===== src/rtl/hpq_pkg.sv =====
// ----------------------------------------------------------------------------
// hpq_pkg
// Shared types and constants of the binary max-heap priority queue.
// ----------------------------------------------------------------------------
package hpq_pkg;

  localparam int CAPACITY = 64;
  localparam int TAG_BITS = 16;
  localparam int PRIO_W   = 3;
  localparam int DATE_W   = 27;
  localparam int ARR_W    = 32;
  localparam int ADDR_W   = $clog2(CAPACITY);
  localparam int CNT_W    = $clog2(CAPACITY + 1);
  localparam int CHILD_W  = CNT_W + 1;

  typedef enum logic {
    OP_INSERT = 1'b0,
    OP_REMOVE = 1'b1
  } op_t;

  typedef enum logic [1:0] {
    ST_DONE  = 2'd0,
    ST_FULL  = 2'd1,
    ST_EMPTY = 2'd2
  } status_t;

  typedef struct packed {
    logic [PRIO_W-1:0]   prio;
    logic [DATE_W-1:0]   date;
    logic [ARR_W-1:0]    arrival;
    logic [TAG_BITS-1:0] tag;
  } entry_t;

  typedef struct packed {
    logic              en;
    logic [ADDR_W-1:0] addr;
    entry_t            data;
  } wr_req_t;

  typedef struct packed {
    logic              en;
    logic [ADDR_W-1:0] addr;
  } rd_req_t;

endpackage


===== src/rtl/hpq_rank.sv =====
// ----------------------------------------------------------------------------
// hpq_rank
// Shared ordering compare: class, then date score, then arrival number.
// ----------------------------------------------------------------------------
module hpq_rank (
  input  hpq_pkg::entry_t a,
  input  hpq_pkg::entry_t b,
  output logic            above
);
  import hpq_pkg::*;

  assign above = {a.prio, a.date, a.arrival} > {b.prio, b.date, b.arrival};

endmodule


===== config.mk =====
export PLATFORM = sky130hd
export DESIGN_NAME = hpq_rank
export DESIGN_NICKNAME = d
export VERILOG_FILES = /design/src/rtl/hpq_pkg.sv /design/src/rtl/hpq_rank.sv
export SDC_FILE = /design/constraint.sdc
export NUM_CORES = 1
export LEC_CHECK = 0
export ABC_AREA = 1
export BUFFER_PORTS_ARGS = -buffer_cell sky130_fd_sc_hd__buf_4
export CAP_MARGIN = 0
export CORE_MARGIN = 4
export CORE_UTILIZATION = 43
export DETAILED_ROUTE_END_ITERATION = 12
export GPL_ROUTABILITY_DRIVEN = 0
export PLACE_DENSITY = 0.92
export SETUP_SLACK_MARGIN = 0.15
export SLEW_MARGIN = 30
export SYNTH_ARGS = -nofsm -noshare
export SYNTH_HDL_FRONTEND = slang
export SYNTH_SLANG_ARGS = --single-unit

===== constraint.sdc =====
create_clock -name vclk -period 4.79
set_clock_uncertainty 0.15 [all_clocks]
set_input_delay 0.958 -clock vclk [all_inputs]
set_output_delay 0.958 -clock vclk [all_outputs]
set_load 0.005 [all_outputs]

==> results of run 1 <==
final timing paths:
path | cells past startpoint | end | slack, ps
worst min-delay path | 6 | above | 2440
worst max-delay path | 9 | above | 1350
metal layers:
metal / GRT usage / part of all wire / routed length (µm) / up-vias
li1: - / - / - / 1161
met1: 0.187 / 0.35 / 1720 / 924
met2: 0.376 / 0.55 / 2710 / 78
met3: 0.0263 / 0.091 / 447 / 6
met4: 0.0230 / 0.013 / 64 / 0
met5: 0 / 0 / 0 / -
area by class of cell:
class,instances,area (µm²)
inverters,89,334
well taps,50,62.6
fillers,344,1220
repair buffers,125,938
multi-input cells,207,1440
stage by stage:
stage	cell area, µm²	instances	total power [µW]	util	setup WS, ps
global route	2780	471	242	0.694	1180
global placement	2780	471	200	0.694	1420
finish	2780	471	209	0.694	1350
CTS	2780	471	212	0.694	1350
floorplan	1780	296	106	-	1730
detailed placement	2780	471	211	0.694	1360
power by group:
part | switching [µW] | leakage (µW) | internal, µW
logic | 90.3 | 0.00185 | 119
registers | 0 | 0 | 0
clock network | 0 | 0 | 0
total | 90.3 | 0.00185 | 119
synth_stat cells:
cell	instances	area share
sky130_fd_sc_hd__a21o_1	3	0.013
sky130_fd_sc_hd__nor2_2	2	0.0070
sky130_fd_sc_hd__a21oi_1	24	0.068
sky130_fd_sc_hd__nor2_4	2	0.013
sky130_fd_sc_hd__o21a_1	1	0.0042
sky130_fd_sc_hd__nand2_1	80	0.17
sky130_fd_sc_hd__nand4_1	3	0.011
sky130_fd_sc_hd__nand2_2	4	0.014
sky130_fd_sc_hd__inv_2	4	0.0085
sky130_fd_sc_hd__nand3_2	2	0.011
sky130_fd_sc_hd__nor3_2	2	0.011
sky130_fd_sc_hd__ha_1	62	0.44
sky130_fd_sc_hd__o21ai_0	2	0.0056
sky130_fd_sc_hd__inv_1	84	0.18
sky130_fd_sc_hd__clkinv_1	1	0.0021
sky130_fd_sc_hd__nand3b_1	1	0.0042
sky130_fd_sc_hd__nor2_1	13	0.027
sky130_fd_sc_hd__nand3_1	4	0.011
sky130_fd_sc_hd__nor3_1	2	0.0056
cell families after synthesis:
logic type                 after synthesis
buffers and inverters                   89
adders and majority gates               62
AOI/OAI and AO/OA                       30
and+or+nand+nor                        115
==> metrics.csv, run 1 <==
metric;value;unit
run_status;complete, no violations;
count_of_final_hold_check_violations;0;
synth_xor_xnor_area_share;0;
class_of_the_most_critical_setup_path;in -> out;
grtUsageTotal;0.179;
wire_per_inst;10.5;µm
cpPeakStageDelay;310;ps
via_count;2169;
area_taken_by_flip_flops_and_latches;0;µm²
setup_repair_after_global_routing_missed_its_margin;false;
fmax;290;MHz
min_from;a[46];
pins_over_slew_limit;0;
die-area;5220;µm²
post_synth_and_or_nand_nor_area_fraction;0.285;
placementRows;23;
syn-num-nets;514;
vdd.ir_drop.worst;39.8;µV
globalRouteOverflowTotal;0;
buffers_inserted_during_post_cts_setup_optimization;0;
worst_ep_arrival_time;2340;ps
largest_net_degree_at_the_start_of_global_routing;4;
synth.lib_cells_used.distinct;19;
crit_buf_inv;2;
share_of_the_synthesized_area_in_compound_gates_ao_oa_aoi_oai;0.0902;
synth-seq-area-share;0;
worst-slew-pin-transition;244;ps
numPortBuffers;125;
synth-adder-area-share;0.437;
hold_class;in -> out;
drt_pass_1_iters;4;
antenna_cell_count;0;
layout_common_cells;sky130_fd_sc_hd__buf_4, sky130_fd_sc_hd__inv_1, sky130_fd_sc_hd__nand2_1;
top_level_ports;157;
drt-initial-drc-count;20;
initial_utilization;0.444;
final_common_cell;sky130_fd_sc_hd__buf_4;
core;4000;µm²
synthesis.instances;296;
combinational_family_with_the_most_area_after_synthesis;adder cells;
syn2layout_area_growth;56.4;%
post_cts_resized;0;
startpoint;a[61];
grt_antenna_before_repair;0;
n_sequential_cell;0;
half_perimeter_wire_length_of_the_detailed_placement_result;4.71;mm
first_global_vias;2093;
crit_fanout;3;
avgSynthCellArea;6.00;µm²
cp_slowest_cell;sky130_fd_sc_hd__ha_1;
yosys_warnings;0;
totalNegativeSetupSlack;0;ps
setup-violations-final;0;
timing.max_cap.violations;0;
pwr_density_cell;75.3;nW/µm²
n_clock_buffer;0;
worstPathCellList;buf_4, ha_1, nand4_1, nor2_1, nand4_1, nor3_2, nand2_1, a21oi_1, buf_4;
syn_area;1780;µm²
leakagePower;0.00185;µW
maxSlewHeadroom;0.837;
post_drt_via_cell_ratio;4.61;
fin_hold_ws;2440;ps
die-width;72.3;µm
setup.worst_path.start_class;primary input;
critPathCaptureType;primary output;
synth.area.mux_share;0;
post_cts_hold_buffer_count;0;
grt_pass1_wl;7.94;mm
critPathRequiredTime;3680;ps
min_period;3440;ps
final.period_utilization;0.719;
drt-total-wl;4.93;mm
die_y;72.3;µm
drc;0;
number_of_nets_in_the_layout;641;
cell_family_with_most_cp_delay;simple AND/OR/NAND/NOR gates;
route.antenna.remaining_nets;0;
drive_gt1_frac;0.335;
Note: power is estimated with default switching activity, not from simulation.
==> run 2: changes to the inputs <==
- ABC_AREA: 1 -> 0
- CORE_UTILIZATION: 43 -> 39
- PLACE_DENSITY: 0.92 -> 0.88
- clock period: 4.79 -> 3.5 ns (I/O delays scaled with it)
==> metrics.csv, run 2 <==
metric;value;unit
run_status;complete, no violations;
numPortBuffers;125;
min_from;b[16];
synth_common_cells;sky130_fd_sc_hd__inv_1, sky130_fd_sc_hd__ha_1, sky130_fd_sc_hd__a21oi_1;
synth.most_common_cell;sky130_fd_sc_hd__inv_1;
post_drt_via_cell_ratio;5.00;
drt-initial-drc-count;33;
route.antenna.remaining_nets;0;
p_switching;127;µW
post-layout-total-power;306;µW
globalRouteOverflowTotal;0;
grt_pass1_wl;7.82;mm
place_inst;403;
synth_top_area_frac;0.479;
syn_area;1620;µm²
top_level_ports;157;
area_taken_by_flip_flops_and_latches;0;µm²
half_perimeter_wire_length_of_the_detailed_placement_result;4.69;mm
fin_hold_ws;1800;ps
worst_ep_arrival_time;2510;ps
worst-slew-pin-transition;355;ps
totalNegativeSetupSlack;0;ps
hold_class;in -> out;
setup-violations-final;0;
setup_repair_after_global_routing_missed_its_margin;true;
fmax;298;MHz
avgSynthCellArea;7.17;µm²
leakagePower;0.00166;µW
startpoint;b[49];
class_of_the_most_critical_setup_path;in -> out;
drc;0;
largest_net_degree_at_the_start_of_global_routing;4;
worstHoldPathCells;6;
yosysTopAreaCell;sky130_fd_sc_hd__ha_1;
synth_area_leaders;sky130_fd_sc_hd__ha_1, sky130_fd_sc_hd__inv_1, sky130_fd_sc_hd__a21oi_1, sky130_fd_sc_hd__nand2_1, sky130_fd_sc_hd__nor4_4;
first_global_vias;2056;
setup.worst_path.start_class;primary input;
via_count;2034;
critPathRequiredTime;2650;ps
final_common_cell;sky130_fd_sc_hd__buf_4;
syn-num-nets;444;
min_period;3360;ps
count_of_final_hold_check_violations;0;
drt-total-wl;5.47;mm
syn2layout_area_growth;75.9;%
synth.lib_cells_used.distinct;26;
drt_pass_1_iters;4;
final.period_utilization;0.959;
die-area;5250;µm²
grtUsageTotal;0.175;
core;4000;µm²
n_clock_buffer;0;
timing.max_cap.violations;0;
initial_utilization;0.405;
vdd.ir_drop.worst;54.2;µV
pwr_density_cell;107;nW/µm²
die_y;72.5;µm
synth-seq-area-share;0;
placementRows;23;
switching_share;0.417;
internal-power;178;µW
die-width;72.5;µm
grt_antenna_before_repair;0;
maxSlewHeadroom;0.761;
synthesis.instances;226;
crit_fanout;3;
yosys_warnings;0;
power_frac_seq;0;
number_of_nets_in_the_layout;577;
layout_common_cells;sky130_fd_sc_hd__buf_4, sky130_fd_sc_hd__inv_1, sky130_fd_sc_hd__ha_1;
critPathCaptureType;primary output;
comb_power_share;1.000;
n_sequential_cell;0;
antenna_cell_count;0;
drive_gt1_frac;0.448;
pins_over_slew_limit;0;
final_cell_count_no_fill;407;
wire_per_inst;13.4;µm
pwr-share-clk;0;
## run 2: cells by family after synthesis
kind of cell,share of synthesized area
compound gates,0.178
buf+inv,0.146
simple gates,0.198
fa+ha+maj,0.479
## run 2: layout make-up
type                            instances  area [µm²]
Multi-Input combinational cell        163        1530
Tap cell                               50        62.6
Inverter                               63         246
Fill cell                             343        1150
Timing Repair Buffer                  131        1010
## run 2: per-layer routing
layer / vias up / track usage / share of wire
met3: 12 / 0.0235 / 0.071
met1: 905 / 0.184 / 0.33
met4: 0 / 0.0328 / 0.025
met5: - / 0 / 0
met2: 80 / 0.361 / 0.57
li1: 1037 / - / -
## run 2: critical path, cell delays in order
cell                        delay [ps]
sky130_fd_sc_hd__buf_6              80
sky130_fd_sc_hd__inv_4              30
sky130_fd_sc_hd__ha_4              260
sky130_fd_sc_hd__nand4_1           170
sky130_fd_sc_hd__nor4_4            370
sky130_fd_sc_hd__nand4_2           190
sky130_fd_sc_hd__nor4_4            330
sky130_fd_sc_hd__a2111oi_2         100
sky130_fd_sc_hd__a31oi_1           150
sky130_fd_sc_hd__buf_4             130
## run 2: final timing paths
path	end	slack, ps
setup / recovery	above	140
hold / removal	above	1800
## run 2: power by group through the flow
stage               clock network (µW)  registers (µW)  logic (µW)
finish                               0               0         306
global route                         0               0         344
CTS                                  0               0         279
detailed placement                   0               0         274
global placement                     0               0         261
floorplan                            0               0         132
## run 2: timing repair
item,4_1_cts,5_1_grt
endpoints found under the setup margin,1,1
gates resized for setup,3,30
pin swaps,2,17
hold buffers,0,0
setup buffers,1,3
## run 2: per-stage QoR
| stage | cell area (µm²) | utilization | setup WS, ps |
|---|---|---|---|
| 4_1_cts | 2670 | 0.667 | 147 |
| 6_report | 2850 | 0.713 | 142 |
| 3_3_place_gp | 2640 | 0.659 | 120 |
| 3_5_place_dp | 2640 | 0.659 | 96.3 |
| 2_1_floorplan | 1620 | - | 457 |
| 5_1_grt | 2850 | 0.713 | 38.2 |
